--- src/rtl/sss_pkg.sv ---
package sss_pkg;

    localparam int VALUE_W  = 16;
    localparam int TARGET_W = 10;
    localparam int COUNT_W  = 30;
    // common width for comparing row indexes with values and targets
    localparam int EXT_W    = 17;

    typedef enum logic [2:0] {
        ST_CLEAR,
        ST_IDLE,
        ST_RUN,
        ST_FLUSH,
        ST_RESULT
    } sss_state_t;

    typedef struct packed {
        logic issue;        // read issued for one row entry this cycle
        logic use_b;        // entry t - v exists for this index
        logic last;         // item being processed is the final one
        logic clr_we;       // clearing pass writes this cycle
        logic result_load;  // move the captured count into the output register
    } sss_ctl_t;

endpackage

--- src/rtl/sss_ctrl.sv ---
module sss_ctrl
    import sss_pkg::*;
#(
    parameter int MAX_SUM = 1023,
    parameter int IDX_W   = 10
)
(
    input  logic               clk,
    input  logic               rst_n,
    input  logic               in_valid,
    input  logic [VALUE_W-1:0] value,
    input  logic               last,
    input  logic               out_free,
    output logic               in_stall,
    output logic [IDX_W-1:0]   idx,
    output logic [IDX_W-1:0]   rd_addr_b,
    output sss_ctl_t           ctl
);

    sss_state_t         state_reg, state_next;
    logic [IDX_W-1:0]   idx_reg, idx_next;
    logic [VALUE_W-1:0] value_reg, value_next;
    logic               last_reg, last_next;
    logic               accept;
    logic [EXT_W-1:0]   idx_ext;
    logic [EXT_W-1:0]   value_ext;
    logic [EXT_W-1:0]   diff;

    assign accept    = in_valid && (state_reg == ST_IDLE);
    assign idx_ext   = {{(EXT_W-IDX_W){1'b0}}, idx_reg};
    assign value_ext = {{(EXT_W-VALUE_W){1'b0}}, value_reg};
    assign diff      = idx_ext - value_ext;

    // next state
    always_comb
    begin
        state_next = state_reg;
        idx_next   = idx_reg;
        value_next = value_reg;
        last_next  = last_reg;
        unique case (state_reg)
            ST_CLEAR:
            begin
                if (idx_reg == '0)
                begin
                    state_next = ST_IDLE;
                end
                else
                begin
                    idx_next = idx_reg - 1'b1;
                end
            end
            ST_IDLE:
            begin
                if (accept)
                begin
                    state_next = ST_RUN;
                    idx_next   = IDX_W'(MAX_SUM);
                    value_next = value;
                    last_next  = last;
                end
            end
            ST_RUN:
            begin
                if (idx_reg == '0)
                begin
                    state_next = ST_FLUSH;
                end
                else
                begin
                    idx_next = idx_reg - 1'b1;
                end
            end
            ST_FLUSH:
            begin
                state_next = last_reg ? ST_RESULT : ST_IDLE;
            end
            ST_RESULT:
            begin
                if (out_free)
                begin
                    state_next = ST_IDLE;
                end
            end
            default:
            begin
                state_next = ST_IDLE;
            end
        endcase
    end

    // outputs
    always_comb
    begin
        ctl             = '0;
        ctl.use_b       = value_ext <= idx_ext;
        ctl.last        = last_reg;
        in_stall        = 1'b1;
        unique case (state_reg)
            ST_CLEAR:
            begin
                ctl.clr_we = 1'b1;
            end
            ST_IDLE:
            begin
                in_stall = 1'b0;
            end
            ST_RUN:
            begin
                ctl.issue = 1'b1;
            end
            ST_FLUSH:
            begin
                ctl.issue = 1'b0;
            end
            ST_RESULT:
            begin
                ctl.result_load = out_free;
            end
            default:
            begin
                in_stall = 1'b1;
            end
        endcase
    end

    assign idx       = idx_reg;
    assign rd_addr_b = diff[IDX_W-1:0];

    always_ff @(posedge clk or negedge rst_n)
    begin
        if (!rst_n)
        begin
            state_reg <= ST_CLEAR;
            idx_reg   <= IDX_W'(MAX_SUM);
            last_reg  <= 1'b0;
        end
        else
        begin
            state_reg <= state_next;
            idx_reg   <= idx_next;
            last_reg  <= last_next;
        end
    end

    always_ff @(posedge clk)
    begin
        value_reg <= value_next;
    end

endmodule

--- config.mk ---
export PLATFORM = sky130hd
export DESIGN_NAME = sss_ctrl
export DESIGN_NICKNAME = d
export VERILOG_FILES = /design/src/rtl/sss_pkg.sv /design/src/rtl/sss_ctrl.sv
export SDC_FILE = /design/constraint.sdc
export NUM_CORES = 1
export LEC_CHECK = 0
export ABC_CLOCK_PERIOD_IN_PS = 2150
export BUFFER_PORTS_ARGS = -buffer_cell sky130_fd_sc_hd__buf_2
export CORE_MARGIN = 5
export CORE_UTILIZATION = 50
export CTS_BUF_LIST = sky130_fd_sc_hd__clkbuf_4 sky130_fd_sc_hd__clkbuf_8
export CTS_CLUSTER_DIAMETER = 100
export CTS_CLUSTER_SIZE = 12
export DETAILED_ROUTE_END_ITERATION = 12
export PLACE_DENSITY = 0.83
export RECOVER_POWER = 25
export SYNTH_ARGS = -nofsm -noshare
export SYNTH_HDL_FRONTEND = slang
export SYNTH_SLANG_ARGS = --single-unit
--- constraint.sdc ---
create_clock -name clk -period 2.15 [get_ports clk]
set_clock_uncertainty 0.05 [all_clocks]
set_input_delay 0.1075 -clock clk [delete_from_list [all_inputs] [get_ports clk]]
set_output_delay 0.1075 -clock clk [all_outputs]
set_load 0.05 [all_outputs]
Word level (Yosys, flattened, before mapping):

Cells that the tools add are included.

* bits of input ports: 21
* output and inout port bits: 26
* register bits: 30
* word-level logic and storage cells: 37

* reductions and logical operators: 8
* order comparisons: 1
* mux-type cells: 13
* eq/ne operators: 9
* add/subtract/negate cells: 2

Operators by type and width (number)
* 10-bit 2-to-1 mux: 2
* 10-bit case mux with 2 select lines: 1
* 16-bit by 10-bit less-or-equal comparator with 1-bit output: 1
* 3-bit 2-to-1 mux: 5
* 3-bit case mux with 5 select lines: 1
* 10-bit zero test: 1
* 2-bit != test (second input constant): 5
* 10-bit by 1-bit subtractor with 10-bit output (second input constant): 1
* 10-bit subtractor: 1
* 3-bit by 2-bit equality test with 1-bit output (second input constant): 2
* 1-bit 2-to-1 mux: 4
* 4-bit AND reduction: 1
* 3-bit by 1-bit equality test with 1-bit output (second input constant): 1
* 3-bit equality test (second input constant): 1
* 3-bit zero test: 1
* 3-bit AND reduction: 1
* 2-bit AND reduction: 1
* 2-bit nonzero test: 1
* 2-bit OR reduction: 1
* 1-bit logical AND: 1

Longest topological paths before layout:

Gate-level depths: netlist (run 1).

* word-level depth: 4
* mapped depth: 8
* mapped depth without buffers: 8

Worst setup path after synthesis (run 1):

Ideal clock, no wire load.

* kind: register -> output
* start: register idx_reg[1] (netlist: idx[1])
* end: output port rd_addr_b[7]
* cell stages (with the launch flop): 7
* setup slack: -1.526 ns
* arrival: 3.519 ns
* required time: 1.992 ns
* cells stage by stage: dfstp_2 > inv_1 > ha_1 > nor2b_1 > o2111ai_1 > nand2_1 > o311ai_0

* word-level cells in the longest chain between the ends: 1

RTL lines
* from (decl): RTL line sss_ctrl.sv:21 `logic [IDX_W-1:0] idx_reg, idx_next;`
* from (signal assigned): RTL line sss_ctrl.sv:135 `idx_reg <= IDX_W'(MAX_SUM);`
* from (signal assigned): RTL line sss_ctrl.sv:141 `idx_reg <= idx_next;`
* 10-bit subtractor: RTL line sss_ctrl.sv:32 `assign diff = idx_ext - value_ext;`
* to (decl): RTL line sss_ctrl.sv:16 `output logic [IDX_W-1:0] rd_addr_b,`

No other way between the ends.

Final worst setup path (run 1):

* start: register idx_reg[2] (netlist: idx[2])
* end: output port rd_addr_b[6]

Same word-level chain as after synthesis.

==> reports/qor.txt, run 1 <==
post-route core utilization: 87.3%
Max Clk Rate: 0.397 GHz
power density over cell area: 1290 mW/mm²
crit-path leading delay family: flip-flops
worst stage delay on the critical path: 630 ps
failing checks: setup timing
Iter 0 DRT Violations: 160
clock buffer depth: 2
Flop pwr share: 19.9%
Req. time, crit path: 1990 ps
Post-synth EDFFs: 16
Crit Path Max Fanout: 4
fraction of registers with async set/reset: 46.7%
die area: 0.00545 mm²
critical path type: reg2out
RSZ-0062 raised after global routing: true
syn_area_per_cell: 10.2 µm²
CTS Buf Count: 5
CP max stage cell: dfstp_4
Placer Congestion: 0.806
Synth area leaders: edfxtp_1, dfstp_2, ha_1
initial antenna violation count: 0
Num Clock Sinks: 30
Critical Path AT: 2360 ps
switching share of total power: 47.5%
peak supply drop: 1380 µV
area of the core: 0.00397 mm²
Clk pwr share: 13.6%
root buf cell: clkbuf_8
FF/Latch Area: 870 µm²
number of antenna diodes: 0
multi-input combinational cell area: 0.00146 mm²
first-pass GRT wire length: 10.4 mm
dpl ws: -176 ps
outcome: finished with violations
die height: 73.8 µm
initial core utilization: 51.3%
die width: 73.8 µm
All-Layer GR Usage: 25.5%
sw power: 2.12 mW
Worst Setup End Kind: primary output
Setup violations, final: 9
Hold Path Class: in2reg
total number of vias: 2,090
Std-Cell Rows: 23
Ys Warns: 0
synthesized area: 0.00204 mm²
fill count: 180
P_leak: 1.47 nW
# DRC: 0
largest net degree at the start of global routing: 15
Final Max Slew Viols: 0
worst setup margin: -367 ps
drt first pass iters: 5
max reg flops: 16
drt total wl: 7.30 mm
clk_lat worst skew: 290 ps
Clock transition at path regs: 70 ps
Pint: 2.34 mW
Comb pwr share: 66.5%
layout cells sized above 1: 55.3%
Least-Margin Pin Slew: 784 ps
top-area cell type share of the netlist area: 23.6%
Port Buf Inserts: 46
TritonCTS clock tree: yes
vias in the first global route: 2,096
H-tree level count: 2
CP Launch Type: flop
min cycle time layout: 2520 ps
Synth Instances: 199
Max-Cap Viols: 0
fin nets: 353
fin crit share: 117%
grt ovf: 0
register area share after synthesis: 41.4%
Final ANT Viol Nets: 0
Final Hold Viols: 0
IO Count: 47
slew margin rel.: 47.7%
DR vias/cell: 5.79
post-DP HPWL: 3.97 mm
Netlist cell types: 55
commonest cells after routing, fill and taps aside: buf_4, buf_2, dlygate4sd3_1
syn_nets: 242
Avg WL per Cell: 20.2 µm
post-synthesis register bit count: 30
Top FF cell, synth: edfxtp_1
commonest non-fill, non-tap cell in the layout: buf_4
largest area contributor in the netlist: edfxtp_1
Area Overhead vs Synth: 70.3%
number of buffers and inverters on the critical path: 2
cell chain of the critical path: inv_2 -> ha_4 -> nor2b_2 -> o21ai_2 -> nand2b_4 -> a2111oi_4 -> nand3b_1 -> buf_6
## stage by stage
step / setup TNS (ps) / area, µm² / cells / power, mW / hold WS, ps
global placement: -223 / 2750 / 318 / 3.22 / -33.9
detailed placement: -398 / 2750 / 318 / 3.28 / -33.2
CTS: -1740 / 3310 / 356 / 4.21 / 103
global route: -2490 / 3470 / 361 / 4.66 / 105
finish: -1920 / 3470 / 361 / 4.46 / 99.5
floorplan: -1350 / 2310 / 199 / 2.65 / -238
## layer usage
| layer | share of wire, % | routed length (µm) | GRT usage, % |
|---|---|---|---|
| met5 | 0 | 0 | 0 |
| met4 | 3.5 | 254 | 10.1 |
| met3 | 6.7 | 487 | 4.24 |
| met2 | 52 | 3790 | 44.8 |
| met1 | 38 | 2760 | 30.7 |
## synthesized netlist by cell type (4+ instances only)
master,count
nor2_1,9
nand2_1,11
a31oi_1,4
dfrtp_1,4
dfstp_2,10
nand2b_1,4
edfxtp_1,16
nand3b_1,4
a21oi_1,11
xnor2_1,7
nor2b_1,4
nor3_1,4
o21ai_0,4
or4_1,4
inv_1,25
ha_1,21
o21ai_1,4
## cell families (layout without fill, tap and decap cells)
family / count (synthesis) / in the layout / share of synthesized area, %
buffers and inverters: 32 / 144 / 7.19
AOI/OAI and AO/OA: 46 / 46 / 16.1
xor gates and xnor gates: 9 / 9 / 3.87
muxes: 3 / 3 / 1.54
and+or+nand+nor: 57 / 57 / 16.0
adders and majority gates: 22 / 22 / 13.9
DFF: 30 / 30 / 41.4
## worst reg2reg max path, delay by kind of cell, from the launching register on
family,cells,cell delay [ps]
simple gates,3,740
buf+inv,3,350
fa+ha+maj,1,140
flops,1,640
compound gates,2,380
## final timing paths
check | from | slack (ps) | cells after the start | end
worst max-delay path | idx[2] | -370 | 8 | rd_addr_b[6]
worst min-delay path | out_free | 100 | 3 | state_reg[2]
worst max register to register | idx[1] | -200 | 9 | idx[6]
worst min register to register | last_reg | 520 | 2 | state_reg[2]
max in group asynchronous | rst_n | 1170 | 2 | state_reg[1]
min in group asynchronous | rst_n | 380 | 2 | last_reg
## power groups by stage
stage,combinational (mW),clock [mW],sequential (mW)
2_1_floorplan,1.62,0,1.03
3_3_place_gp,2.34,0,0.876
3_5_place_dp,2.40,0,0.883
4_1_cts,2.73,0.606,0.878
5_1_grt,3.12,0.646,0.896
6_report,2.96,0.605,0.888
## cell type report
cell class	count	area share, %
well taps	50	1.80
clock inverters	1	0.866
repair buffers	110	24.1
inverters	26	3.39
flip-flops and latches	30	25.1
clock buffers	7	2.60
multi-input cells	137	42.2
## what timing repair did
| action | 4_1_cts | 5_1_grt |
|---|---|---|
| resized for setup | 39 | 32 |
| buffers inserted | 11 | 8 |
| hold buffers | 19 | 0 |
| pin swaps | 21 | 15 |
| cloned | 0 | 0 |
| setup endpoints to repair | 10 | 18 |
| endpoints found under the hold margin | 32 | 0 |
No activity file was read; power rests on OpenSTA's default activity.
==> run 2: changes to the inputs <==
PLACE_DENSITY = 0.76   (was 0.83)
RECOVER_POWER = default   (was 25)
SKIP_CTS_REPAIR_TIMING = 1   (was default)
==> run 2 against run 1 <==
The run still ends with setup timing left. Die area is the same. Sequential cell count is the same. Fmax shrank 0.66%. Core utilization shrank 4.4 points. Worst setup slack lost 17 ps. Design area shrank 5.1%. Hold slack lost 7.5 ps. Critical path type unchanged. Highest routed layer unchanged.
==> reports/qor.txt, run 2 (same netlist as run 1, synthesis figures left out) <==
outcome: finished with violations
failing checks: setup timing
Req. time, crit path: 1990 ps (about the same)
Placed Instance Area: 0.00276 mm² (+0.27%)
crit-path leading delay family: flip-flops
area of the core: 0.00397 mm² (unchanged)
first-pass GRT wire length: 8.38 mm (-19%)
worst stage delay on the critical path: 630 ps (about the same)
Max Clk Rate: 0.395 GHz (-0.66%)
clk_lat worst skew: 280 ps (about the same)
fin nets: 349 (-1.1%)
post-DP HPWL: 4.01 mm (+1.2%)
post-route cell area: 0.00329 mm² (-5.1%)
Critical Path AT: 2380 ps (+20 ps)
H-tree level count: 2 (unchanged)
Max-Cap Viols: 0 (unchanged)
Setup violations, final: 9 (unchanged)
Num Clock Sinks: 30 (unchanged)
All-Layer GR Usage: 20.0% (-5.5 points)
RSZ-0062 raised after global routing: true
Critical path origin: idx[0]
CP Launch Type: flop
Iter 0 DRT Violations: 69 (-57%)
# DRC: 0 (unchanged)
Least-Margin Pin Slew: 371 ps (-413 ps)
Final Max Slew Viols: 0 (unchanged)
Worst Setup End Kind: primary output
die width: 73.8 µm (unchanged)
Placer Congestion: 0.834 (+3.5%)
root buf cell: clkbuf_8
Clock transition at path regs: 60 ps (about the same)
Area Overhead vs Synth: 61.7%
Avg WL per Cell: 16.9 µm (-16%)
max reg flops: 16 (unchanged)
total number of vias: 1,953 (-6.6%)
layout cells sized above 1: 49.5% (-5.8 points)
number of antenna diodes: 0 (unchanged)
die height: 73.8 µm (unchanged)
largest net degree at the start of global routing: 15 (unchanged)
P_leak: 1.41 nW (-4.2%)
initial antenna violation count: 0 (unchanged)
CP max stage cell: dfstp_4
peak supply drop: 903 µV (-34%)
Hold WS: 92.0 ps (-7.46 ps)
drt first pass iters: 4 (-1)
cell chain of the critical path: inv_4 -> ha_4 -> fa_2 -> nor2b_1 -> o21ai_1 -> nand2b_1 -> a311oi_4 -> xnor2_4 -> buf_6
r2r worst-path depth: 9 (unchanged)
FF-to-FF Start: idx[0]
Final Hold Viols: 0 (unchanged)
Crit Path Max Fanout: 4 (unchanged)
critical path type: reg2out
CP Depth: 9 (+1)
fin crit share: 118% (+0.77 points)
Final ANT Viol Nets: 0 (unchanged)
post-route core utilization: 82.9% (-4.4 points)
clock buffer depth: 2 (unchanged)
hold_sp: out_free
power density over cell area: 1250 mW/mm² (-3.0%)
vias in the first global route: 1,777 (-15%)
number of buffers and inverters on the critical path: 2 (unchanged)
commonest non-fill, non-tap cell in the layout: buf_4
DR vias/cell: 5.47 (-5.5%)
hold depth: 3 (unchanged)
drt total wl: 6.04 mm (-17%)
commonest cells after routing, fill and taps aside: buf_4, buf_2, dlygate4sd3_1
IO Count: 47 (unchanged)
worst setup margin: -384 ps (-16.6 ps)
Hold Path Class: in2reg
die area: 0.00545 mm² (unchanged)
initial core utilization: 51.3% (unchanged)
Std-Cell Rows: 23 (unchanged)
min cycle time layout: 2530 ps (+16.6 ps)
slew margin rel.: 74.9% (+27 points)
Port Buf Inserts: 46 (unchanged)
fill count: 230 (+28%)
TritonCTS clock tree: yes
CTS Buf Count: 5 (unchanged)
grt ovf: 0 (unchanged)
total power: 4.10 mW (-7.9%)
[run 2: per-stage QoR]
step	setup TNS, ps	setup WS, ps	instances
after global placement	-272	-150	319
final	-1840	-384	357
after CTS	-2320	-473	327
after detailed placement	-362	-169	319
after global routing	-2730	-485	357
after floorplan	-1350	-255	199
[run 2: worst reg2reg max path: stages (launching register included)]
cell and delay [ps]:
dfstp_4 630, inv_4 40, buf_4 140, ha_4 150, nor4b_4 130, a311oi_2 320, o211ai_4 120, buf_4 160
o31ai_1 260, nand3_1 120
[run 2: final cells by class]
type / instances / area [µm²] / area share, %
Clock buffer: 7 / 83.8 / 2.55
Multi-Input combinational cell: 137 / 1370 / 41.7
Sequential cell: 30 / 870 / 26.4
Clock inverter: 1 / 3.75 / 0.114
Tap cell: 50 / 62.6 / 1.90
Inverter: 26 / 113 / 3.42
Timing Repair Buffer: 106 / 788 / 23.9
[run 2: worst paths after layout]
kind / to / slack (ps)
worst max-delay path: rd_addr_b[8] / -380
worst min-delay path: state_reg[2] / 90
worst max register to register: idx[8] / -40
worst min register to register: state_reg[2] / 490
max in group asynchronous: idx[3] / 1560
min in group asynchronous: last_reg / 200
[run 2: per-layer routing]
layer / vias up / global-route usage, % / share of wire, %
li1: 932 / - / -
met1: 957 / 24.4 / 39
met2: 54 / 35.9 / 55
met3: 10 / 3.83 / 3.7
met4: 0 / 4.83 / 2.1
met5: - / 0 / 0
[run 2: report_power, final]
part / total (mW) / switching (mW) / internal, mW
Clock: 0.458 / 0.208 / 0.250
Combinational: 2.77 / 1.66 / 1.10
Sequential: 0.880 / 0.0933 / 0.787
Total: 4.10 / 1.96 / 2.14
