<file path="src/rtl/sss_pkg.sv">
package sss_pkg;

    localparam int VALUE_W  = 16;
    localparam int TARGET_W = 10;
    localparam int COUNT_W  = 30;
    // common width for comparing row indexes with values and targets
    localparam int EXT_W    = 17;

    typedef enum logic [2:0] {
        ST_CLEAR,
        ST_IDLE,
        ST_RUN,
        ST_FLUSH,
        ST_RESULT
    } sss_state_t;

    typedef struct packed {
        logic issue;        // read issued for one row entry this cycle
        logic use_b;        // entry t - v exists for this index
        logic last;         // item being processed is the final one
        logic clr_we;       // clearing pass writes this cycle
        logic result_load;  // move the captured count into the output register
    } sss_ctl_t;

endpackage

</file>
<file path="src/rtl/sss_mod_add.sv">
module sss_mod_add
    import sss_pkg::*;
#(
    parameter int MODULUS = 1000000007
)
(
    input  logic [COUNT_W-1:0] a,
    input  logic [COUNT_W-1:0] b,
    output logic [COUNT_W-1:0] sum
);

    logic [COUNT_W:0] raw;
    logic [COUNT_W:0] reduced;

    // both operands are below the modulus, so one subtract is enough
    always_comb
    begin
        raw     = {1'b0, a} + {1'b0, b};
        reduced = raw - (COUNT_W+1)'(MODULUS);
        if (raw >= (COUNT_W+1)'(MODULUS))
        begin
            sum = reduced[COUNT_W-1:0];
        end
        else
        begin
            sum = raw[COUNT_W-1:0];
        end
    end

endmodule

</file>
<file path="config.mk">
export PLATFORM = sky130hd
export DESIGN_NAME = sss_mod_add
export DESIGN_NICKNAME = d
export VERILOG_FILES = /design/src/rtl/sss_pkg.sv /design/src/rtl/sss_mod_add.sv
export SDC_FILE = /design/constraint.sdc
export NUM_CORES = 1
export LEC_CHECK = 0
export BUFFER_PORTS_ARGS = -buffer_cell sky130_fd_sc_hd__buf_4
export CAP_MARGIN = 20
export CORE_ASPECT_RATIO = 0.5
export CORE_MARGIN = 8
export CORE_UTILIZATION = 50
export DETAILED_ROUTE_END_ITERATION = 16
export PLACE_DENSITY = 0.84
export SKIP_LAST_GASP = 1
export SLEW_MARGIN = 20
export SYNTH_ARGS = -nofsm -noshare
export SYNTH_HDL_FRONTEND = slang
export SYNTH_SLANG_ARGS = --single-unit
</file>
<file path="constraint.sdc">
create_clock -name vclk -period 6.1
set_clock_uncertainty 0.1 [all_clocks]
set_input_delay 1.22 -clock vclk [all_inputs]
set_output_delay 1.22 -clock vclk [all_outputs]
set_load 0.02 [all_outputs]
</file>
Word-level counts from Yosys, hierarchy flattened --
Index checks and enable logic that the tools add are counted. Widths: inputs -> output; s select.
Storage, ports and cells: output and inout port bits 30, input bits 60, register bits after elaboration 0
Cells by class: add/subtract/negate cells 2, mux-type cells 1, $lt $le $gt $ge 1
Operators by type and width (count):
- $add 30x30->31 | 1
- $ge 31x30->1 const B | 1
- $mux 30 | 1
- $sub 30x30->30 const B | 1

Depth between registers and ports, before layout --
Gate-level depths: netlist (run 1).
depth in word-level cells 3, gate-level depth with buffers 15

Worst setup path before layout (run 1) --
No wires, ideal clock.
path kind input to output, start point in a[0], end point out sum[2], path slack 270 ps, arrival 4510 ps, stages on the path 14, cells stage by stage ha_1 inv_1 fa_1 nand2b_2 a211oi_2 o21ai_0 a2111oi_4 nor3_1 or3_1 o311ai_2 o211ai_2 buf_2 nor2_1 xor2_1
Between the ends: longest elaborated chain between the ends 3, elaborated cells between the ends (all ways) 4, those cells by class add/sub (2); order compare (1); mux (1)
RTL lines:
- start, declared | RTL line sss_mod_add.sv:7 | input logic [COUNT_W-1:0] a,
- $add 30x30->31 * | RTL line sss_mod_add.sv:18 | raw = {1'b0, a} + {1'b0, b};
- $sub 30x30->30 or $ge 31x30->1 (tied branches) | RTL line sss_mod_add.sv:19, sss_mod_add.sv:20
- $mux 30 * | RTL line sss_mod_add.sv:20 | if (raw >= (COUNT_W+1)'(MODULUS))
- end, declared | RTL line sss_mod_add.sv:9 | output logic [COUNT_W-1:0] sum
Mark *: on every way between the ends. The rest lies on a longest branch, timed or not.

Worst setup path in the final report (run 1) --
start point in a[0], end point out sum[7]
The elaborated chain is that of the path after synthesis.

==> results of run 1 <==
[cell usage in the layout (no fill, tap or decap), types with 3 or more instances in the layout]
cell type  netlist  layout
o21a_1           6       6
a211oi_2         1       4
o31ai_1          4       4
a21o_1          12      12
a21oi_1         45      39
xor2_1          15      15
nor2_1          27      26
o21ai_2          0       3
xnor2_2          0       4
a311oi_1         3       3
nand3_1          9       9
a31oi_1          3       3
o211ai_1         5       5
or3_1            4       3
nor3_1          12       8
nand4_1          7       7
nor2b_1          4       4
nand2_1         38      37
and2_1           3       3
and3_1           8       8
xnor2_1         42      38
o21ai_1          5       4
o21ai_0         20      18
a21oi_2          1       6
o21bai_1         4       3
ha_1            31      29
inv_1           13      12
nor3_2           4       7
nand2b_1         7       7
and4_1           4       4
buf_4            0     117
[power breakdown]
| group | switching (mW) | internal (mW) | total [mW] |
|---|---|---|---|
| Clock | 0 | 0 | 0 |
| Combinational | 0.468 | 0.383 | 0.851 |
| Sequential | 0 | 0 | 0 |
[cell families (layout without fill, tap and decap cells)]
| logic type | Yosys count | after routing | synth area share |
|---|---|---|---|
| multiplexers | 3 | 3 | 0.0116 |
| AND/OR/NAND/NOR | 142 | 142 | 0.274 |
| XOR/XNOR | 57 | 57 | 0.178 |
| adder cells (fa/ha/maj) | 32 | 32 | 0.146 |
| buffers and inverters | 31 | 134 | 0.0478 |
| AO/OA/AOI/OAI | 140 | 140 | 0.343 |
[worst paths after layout]
| check | startpoint | to | slack (ns) |
|---|---|---|---|
| worst max-delay path | a[0] | sum[7] | 0.03 |
| worst min-delay path | b[0] | sum[0] | 2.78 |
[metrics by stage]
step                power, mW  instances  setup TNS (ns)
finish                  0.851        581               0
detailed placement      0.776        573         -0.0278
CTS                     0.779        573               0
global route            0.910        581          -0.856
global placement        0.766        573               0
floorplan               0.499        405               0
[cell type report]
cell class | instances | area [um2] | area share
timing repair buffer | 121 | 960 | 0.242
tap | 73 | 91.3 | 0.0230
multi-input combinational | 374 | 2870 | 0.723
inverter | 13 | 48.8 | 0.0123
[layer usage]
| metal | vias to the layer above | global-route usage |
|---|---|---|
| met2 | 108 | 0.353 |
| met5 | - | 0 |
| li1 | 1715 | - |
| met1 | 1632 | 0.242 |
| met3 | 6 | 0.0162 |
| met4 | 0 | 0.0183 |
[repair_timing]
action	in CTS	in global routing
gates resized for setup	1	41
pin swaps	0	21
buffers inserted	0	6
endpoints found under the setup margin	1	25
gates cloned	0	2
[critical path, cell delays in order]
cell      delay, ns
buf_4          0.09
ha_4           0.13
inv_2          0.04
fa_2           0.35
nand2b_4       0.17
a211oi_4       0.36
buf_6          0.16
o21ai_1        0.07
nand2_2        0.12
xor2_1         0.34
nor3_1         0.11
o31a_1         0.35
o21bai_2       0.23
o211ai_4       0.16
buf_12         0.19
nor3_2         0.19
xor2_1         0.26
buf_4          0.19
==> impl_results.md, run 1 <==
- ANT cells: 0
- Fin util: 0.729
- Slew margin rel.: 0.661
- Initial antenna violation count: 0
- Row count: 19
- Synthesized instance count: 405
- Routed length per instance: 15.9 um
- Number of global-route vias before repair: 3107
- Die H: 68.9 um
- Min-Delay Path Class: primary input to output pin
- # DRC: 0
- Final Cell Area: 0.00397 mm2
- Top Ports: 90
- Final max-slew violation count: 0
- Count of cell types in the netlist: 67
- Post-DP HPWL: 7.09 mm
- Congestion Overflow GR: 0
- Commonest cells post-synth: 45 x a21oi_1, 42 x xnor2_1, 38 x nand2_1
- Placed inst area: 0.00367 mm2
- First-pass GRT wire length: 13.7 mm
- Post-route clock period utilization: 0.996
- Most used standard cell by instance count after synthesis: a21oi_1
- Area delta synth->final: 41.6%
- Antenna-violating nets left: 0
- Initial core utilization: 0.515
- Peak VDD IR: 0.153 mV
- Crit-path max FO: 7
- Max_cap viols: 0
- Wl on met1: 4.09 mm
- Hold path cells: 4
- FF/Latch Area: 0 um2
- Gr usage total: 0.189
- # setup viols final: 0
- RSZ-0062 raised after global routing: true
- Top Metal Used: met4
- Fmax: 165 MHz
- DRT iter0 DRCs: 193
- Final GP Congestion: 0.884
- Fillers: 431
- Largest cells by area after synthesis: ha_1 14%, xnor2_1 13%, a21oi_1 8.0%
- Static Leak: 1.76 nW
- Mean number of vias per cell: 5.96
- Drt pass-1 iters: 5
- Area leader, netlist: ha_1
- Synthesized Nets: 497
- Die span in x: 122 um
- Hold buffers post-CTS: 0
- Routed length on met3: 510 um
- Seq Cell Count: 0
- Syn Area/Cell: 6.92 um2
- Final WS setup: 0.0260 ns
- Cell Area, Synth: 0.00280 mm2
- CP arrival: 4.75 ns
- Clkbuf count: 0
- Layout cells sized above 1: 0.350
- PortBufs: 90
- Status: completed
- CP Class: primary input to output pin
- Final wirelength: 9.26 mm
- Largest net degree at the start of global routing: 28
- YS warnings: 0
- CP endpoint kind: output pin
- Die area: 0.00840 mm2
- Minimum clock period: 6.07 ns
- Fin nets: 602
- Register area share after synthesis: 0
- Setup crit start kind: primary input
- CP Data Required Time: 4.78 ns
- Slew at the pin closest to its max-slew limit: 0.505 ns
- Met2 WL post-DR: 4.60 mm
- Final Hold Vio Count: 0
- Total power per unit cell area: 215 mW/mm2
- Core area: 0.00544 mm2
- DP Worst Slack: -0.0278 ns
- Hold Slack: 2.78 ns
- DR vias: 3461
- Top cell type's share of synthesized area: 0.138
(Power assumes the default switching activity.)
==> run 2, diff against run 1 <==
- CORE_UTILIZATION: 50 -> 35
- PLACE_DENSITY: 0.84 -> 0.64
- REMOVE_ABC_BUFFERS: default -> 1
==> impl_results.md, run 2 (synthesis gave the netlist of run 1 again) <==
- Kind of cell adding the most delay to the critical path: simple AND/OR/NAND/NOR gates
- Mean number of vias per cell: 5.33
- Minimum clock period: 6.02 ns
- RSZ-0062 raised after global routing: true
- Initial antenna violation count: 0
- Setup TNS: 0 ns
- Antenna-violating nets left: 0
- DRT iter0 DRCs: 207
- Final max-slew violation count: 0
- Hold Startpoint: b[0]
- Die H: 79.3 um
- Slowest library cell on the worst path: or4_4
- Footprint of the multi-input gates: 0.00276 mm2
- Status: completed
- Total power per unit cell area: 209 mW/mm2
- Seq pwr share: 0
- Area delta synth->final: 38.2%
- FF/Latch Area: 0 um2
- Setup crit start kind: primary input
- ANT cells: 0
- Post-DP HPWL: 7.43 mm
- Die area: 0.0113 mm2
- Commonest non-fill, non-tap cells in the layout: 119 x buf_4, 43 x a21oi_1, 42 x xnor2_1
- Min-Delay Path Class: primary input to output pin
- Fillers: 843
- Sw frac: 0.549
- First-pass GRT wire length: 14.7 mm
- Slowest stage delay, CP: 0.48 ns
- DR vias: 3303
- Final total power: 0.809 mW
- Number of global-route vias before repair: 3248
- Final GP Congestion: 0.890
- Commonest non-fill, non-tap cell in the layout: buf_4
- Seq Cell Count: 0
- Congestion Overflow GR: 0
- Final wirelength: 8.65 mm
- Combinational Power Share: 1.000
- Critical path cell sequence: buf_4 -> ha_1 -> inv_1 -> fa_1 -> nand2b_4 -> a211oi_4 -> buf_4 -> or4_4 -> a2111oi_4 -> nor3_2 -> or3_4 -> o311ai_4 -> o211ai_2 -> buf_12 -> nor4_4 -> xnor2_1 -> buf_4
- Static Leak: 1.72 nW
- Core area: 0.00789 mm2
- Hold Crit Endpoint: sum[0]
- CP Class: primary input to output pin
- Layout cells sized above 1: 0.307
- Hold path cells: 4
- Clk pwr share: 0
- Final Hold Vio Count: 0
- Die span in x: 143 um
- Cell repeated most along the worst path: buf_4
- Fin nets: 602
- Crit-path max FO: 27
- Buf+Inv Stages, Crit Path: 5
- Fmax: 166 MHz
- Gr usage total: 0.146
- Routed length per instance: 13.9 um
- PortBufs: 90
- CP endpoint kind: output pin
- Drt pass-1 iters: 4
- Top Ports: 90
- CP arrival: 4.70 ns
- CP Data Required Time: 4.78 ns
- Hold buffers post-CTS: 0
- Post-route clock period utilization: 0.987
- Internal: 0.365 mW
- Sw power: 0.444 mW
- Initial core utilization: 0.355
- Peak VDD IR: 0.0839 mV
- # DRC: 0
- Clkbuf count: 0
- Max_cap viols: 0
- Row count: 23
- # setup viols final: 0
- Slew at the pin closest to its max-slew limit: 0.496 ns
- Largest net degree at the start of global routing: 28
- Slew margin rel.: 0.664
## run 2: routing by layer
| metal | vias up | part of all wire | GRT usage |
|---|---|---|---|
| met2 | 62 | 0.46 | 0.263 |
| met4 | 0 | 0 | 0 |
| met3 | 0 | 0.036 | 0.00778 |
| li1 | 1715 | - | - |
| met1 | 1526 | 0.51 | 0.200 |
| met5 | - | 0 | 0 |
## run 2: what timing repair did
item | 4_1_cts | 5_1_grt
gates resized for setup | 0 | 18
setup endpoints to repair | 0 | 27
buffers inserted | 0 | 2
## run 2: area by class of cell
type,count,share of cell area
Inverter,13,0.0126
Multi-Input combinational cell,374,0.712
Tap cell,112,0.0362
Timing Repair Buffer,121,0.239
## run 2: power by group through the flow
stage	combinational [mW]	sequential [mW]	clock, mW
2_1_floorplan	0.492	0	0
3_3_place_gp	0.786	0	0
5_1_grt	0.882	0	0
3_5_place_dp	0.789	0	0
6_report	0.809	0	0
4_1_cts	0.792	0	0
## run 2: worst max-delay path by stage
| stage | slack (ns) | end | start | cells after the start |
|---|---|---|---|---|
| CTS | 0.02 | sum[8] | a[0] | 18 |
| finish | 0.08 | sum[8] | a[0] | 17 |
| global placement | 0.15 | sum[28] | a[0] | 16 |
| floorplan | -0.03 | sum[5] | a[0] | 14 |
| global route | -0.08 | sum[8] | a[0] | 18 |
| detailed placement | 0.03 | sum[8] | a[0] | 18 |
## run 2: per-stage QoR
stage / instances / hold WS, ns / util / setup WS, ns / cell area, um2
floorplan: 387 / 2.65 / - / -0.0279 / 2720
global placement: 618 / 2.81 / 0.477 / 0.147 / 3760
detailed placement: 618 / 2.81 / 0.477 / 0.0339 / 3760
CTS: 618 / 2.81 / 0.477 / 0.0221 / 3760
global route: 620 / 2.86 / 0.491 / -0.0803 / 3870
finish: 620 / 2.80 / 0.491 / 0.0781 / 3870
==> run 3, diff against run 2 <==
- ABC_AREA: default -> 1
- PLACE_DENSITY: 0.64 -> 0.54
==> impl_results.md, run 3 <==
- Antenna-violating nets left: 0
- Initial core utilization: 0.360
- Seq Cell Count: 0
- Slew at the pin closest to its max-slew limit: 0.611 ns
- Hold buffers post-CTS: 0
- RSZ-0062 raised after global routing: false
- DRT iter0 DRCs: 350
- Status: completed
- Final GP Congestion: 0.897
- Final max-slew violation count: 0
- Total power per unit cell area: 161 mW/mm2
- Die span in x: 166 um
- Row count: 27
- Fmax: 174 MHz
- CP Data Required Time: 4.78 ns
- Fin nets: 1009
- Most used standard cell by instance count after synthesis: nand2_1
- Initial antenna violation count: 0
- Top Ports: 90
- Largest net degree at the start of global routing: 44
- Final wirelength: 13.6 mm
- ANT cells: 0
- Peak VDD IR: 0.0890 mV
- Die H: 91.1 um
- Slew margin rel.: 0.588
- # setup viols final: 0
- Post-DP HPWL: 12.2 mm
- Setup crit start kind: primary input
- Die area: 0.0151 mm2
- FF/Latch Area: 0 um2
- Final Hold Vio Count: 0
- Fillers: 1303
- Area delta synth->final: 20.7%
- Static Leak: 2.91 nW
- Count of cell types in the netlist: 31
- Top cell type's share of synthesized area: 0.336
- First-pass GRT wire length: 22.7 mm
- Number of global-route vias before repair: 4625
- Cell Area, Synth: 0.00395 mm2
- Drt pass-1 iters: 5
- Congestion Overflow GR: 0
- Mean number of vias per cell: 4.82
- Post-route clock period utilization: 0.941
- Setup TNS: 0 ns
- CP arrival: 4.42 ns
- # DRC: 0
- DR vias: 5111
- # Post-CTS Setup Buffers: 0
- Minimum clock period: 5.74 ns
- CP endpoint kind: output pin
- Commonest non-fill, non-tap cell in the layout: nand2_1
- Commonest non-fill, non-tap cells in the layout: 353 x nand2_1, 139 x inv_1, 90 x buf_4
- Routed length per instance: 12.9 um
- YS warnings: 0
- Crit-path max FO: 43
- Min-Delay Path Class: primary input to output pin
- Layout cells sized above 1: 0.167
- Max_cap viols: 0
- Syn Area/Cell: 4.76 um2
- Largest cells by area after synthesis: nand2_1 34%, inv_1 13%, ha_1 9.8%
- Clkbuf count: 0
- Post-cts resize count: 0
- Synthesized instance count: 830
- Area leader, netlist: nand2_1
- PortBufs: 90
- Register area share after synthesis: 0
- CP Class: primary input to output pin
- Hold Slack: 2.85 ns
- Core area: 0.0110 mm2
- Commonest cells post-synth: 353 x nand2_1, 139 x inv_1, 69 x nand3_1
- Gr usage total: 0.173
==> run 3: cell types whose count changed in the layout (fill, tap and decap cells not counted), moves of 21 or more <==
cell | before | now
a21oi_1 | 43 | 22
buf_4 | 119 | 90
inv_1 | 13 | 139
inv_2 | 0 | 22
nand2_1 | 38 | 353
nand3_1 | 9 | 69
nor2_1 | 27 | 62
xnor2_1 | 42 | 2
==> run 3: kinds of logic after synthesis <==
logic type | share of synthesized area
and+or+nand+nor | 0.616
buffers and inverters | 0.170
AOI/OAI and AO/OA | 0.0662
adders and majority gates | 0.103
xor gates and xnor gates | 0.0440
==> run 3: metal layers <==
metal | wire length (um) | vias to the layer above | track usage | part of all wire
li1 | - | 2731 | - | -
met1 | 7360 | 2243 | 0.258 | 0.54
met2 | 5470 | 133 | 0.280 | 0.40
met3 | 782 | 4 | 0.0121 | 0.057
met4 | 35 | 0 | 0.00521 | 0.0026
met5 | 0 | - | 0 | 0
==> run 3: area by class of cell <==
type                       instances  area [um2]  area share
tap                              145         181      0.0381
inverter                         163         612       0.128
multi-input combinational        661        3280       0.688
timing repair buffer              91         696       0.146
==> run 3: power breakdown <==
part | switching (mW) | internal [mW]
registers | 0 | 0
logic | 0.488 | 0.277
clock network | 0 | 0
==> run 3: worst max-delay path, cell delays in order <==
cell     delay, ns
buf_4         0.08
ha_1          0.21
inv_1         0.07
fa_1          0.40
inv_1         0.12
nand3_1       0.10
nand2_1       0.19
nand2_1       0.10
nand2_1       0.14
nand2_1       0.14
nand4_1       0.10
nand2_1       0.13
nor2_1        0.25
nand2_1       0.19
nor2_2        0.18
nand2_4       0.10
nand3_4       0.14
buf_12        0.22
nand2_1       0.07
o21ai_1       0.09
buf_4         0.16
==> run 3: final timing paths <==
path / start / to / slack, ns / cells after the start
setup / recovery: a[0] / sum[18] / 0.36 / 21
hold / removal: b[0] / sum[0] / 2.85 / 4
==> run 3: through the flow <==
stage / cell area (um2) / cells / power [mW] / setup WS (ns) / utilization
3_3_place_gp: 4770 / 1060 / 0.768 / 0.404 / 0.434
3_5_place_dp: 4770 / 1060 / 0.765 / 0.426 / 0.434
5_1_grt: 4770 / 1060 / 0.859 / 0.0747 / 0.434
6_report: 4770 / 1060 / 0.765 / 0.359 / 0.434
4_1_cts: 4770 / 1060 / 0.768 / 0.413 / 0.434
2_1_floorplan: 3890 / 824 / 0.518 / 0.840 / -
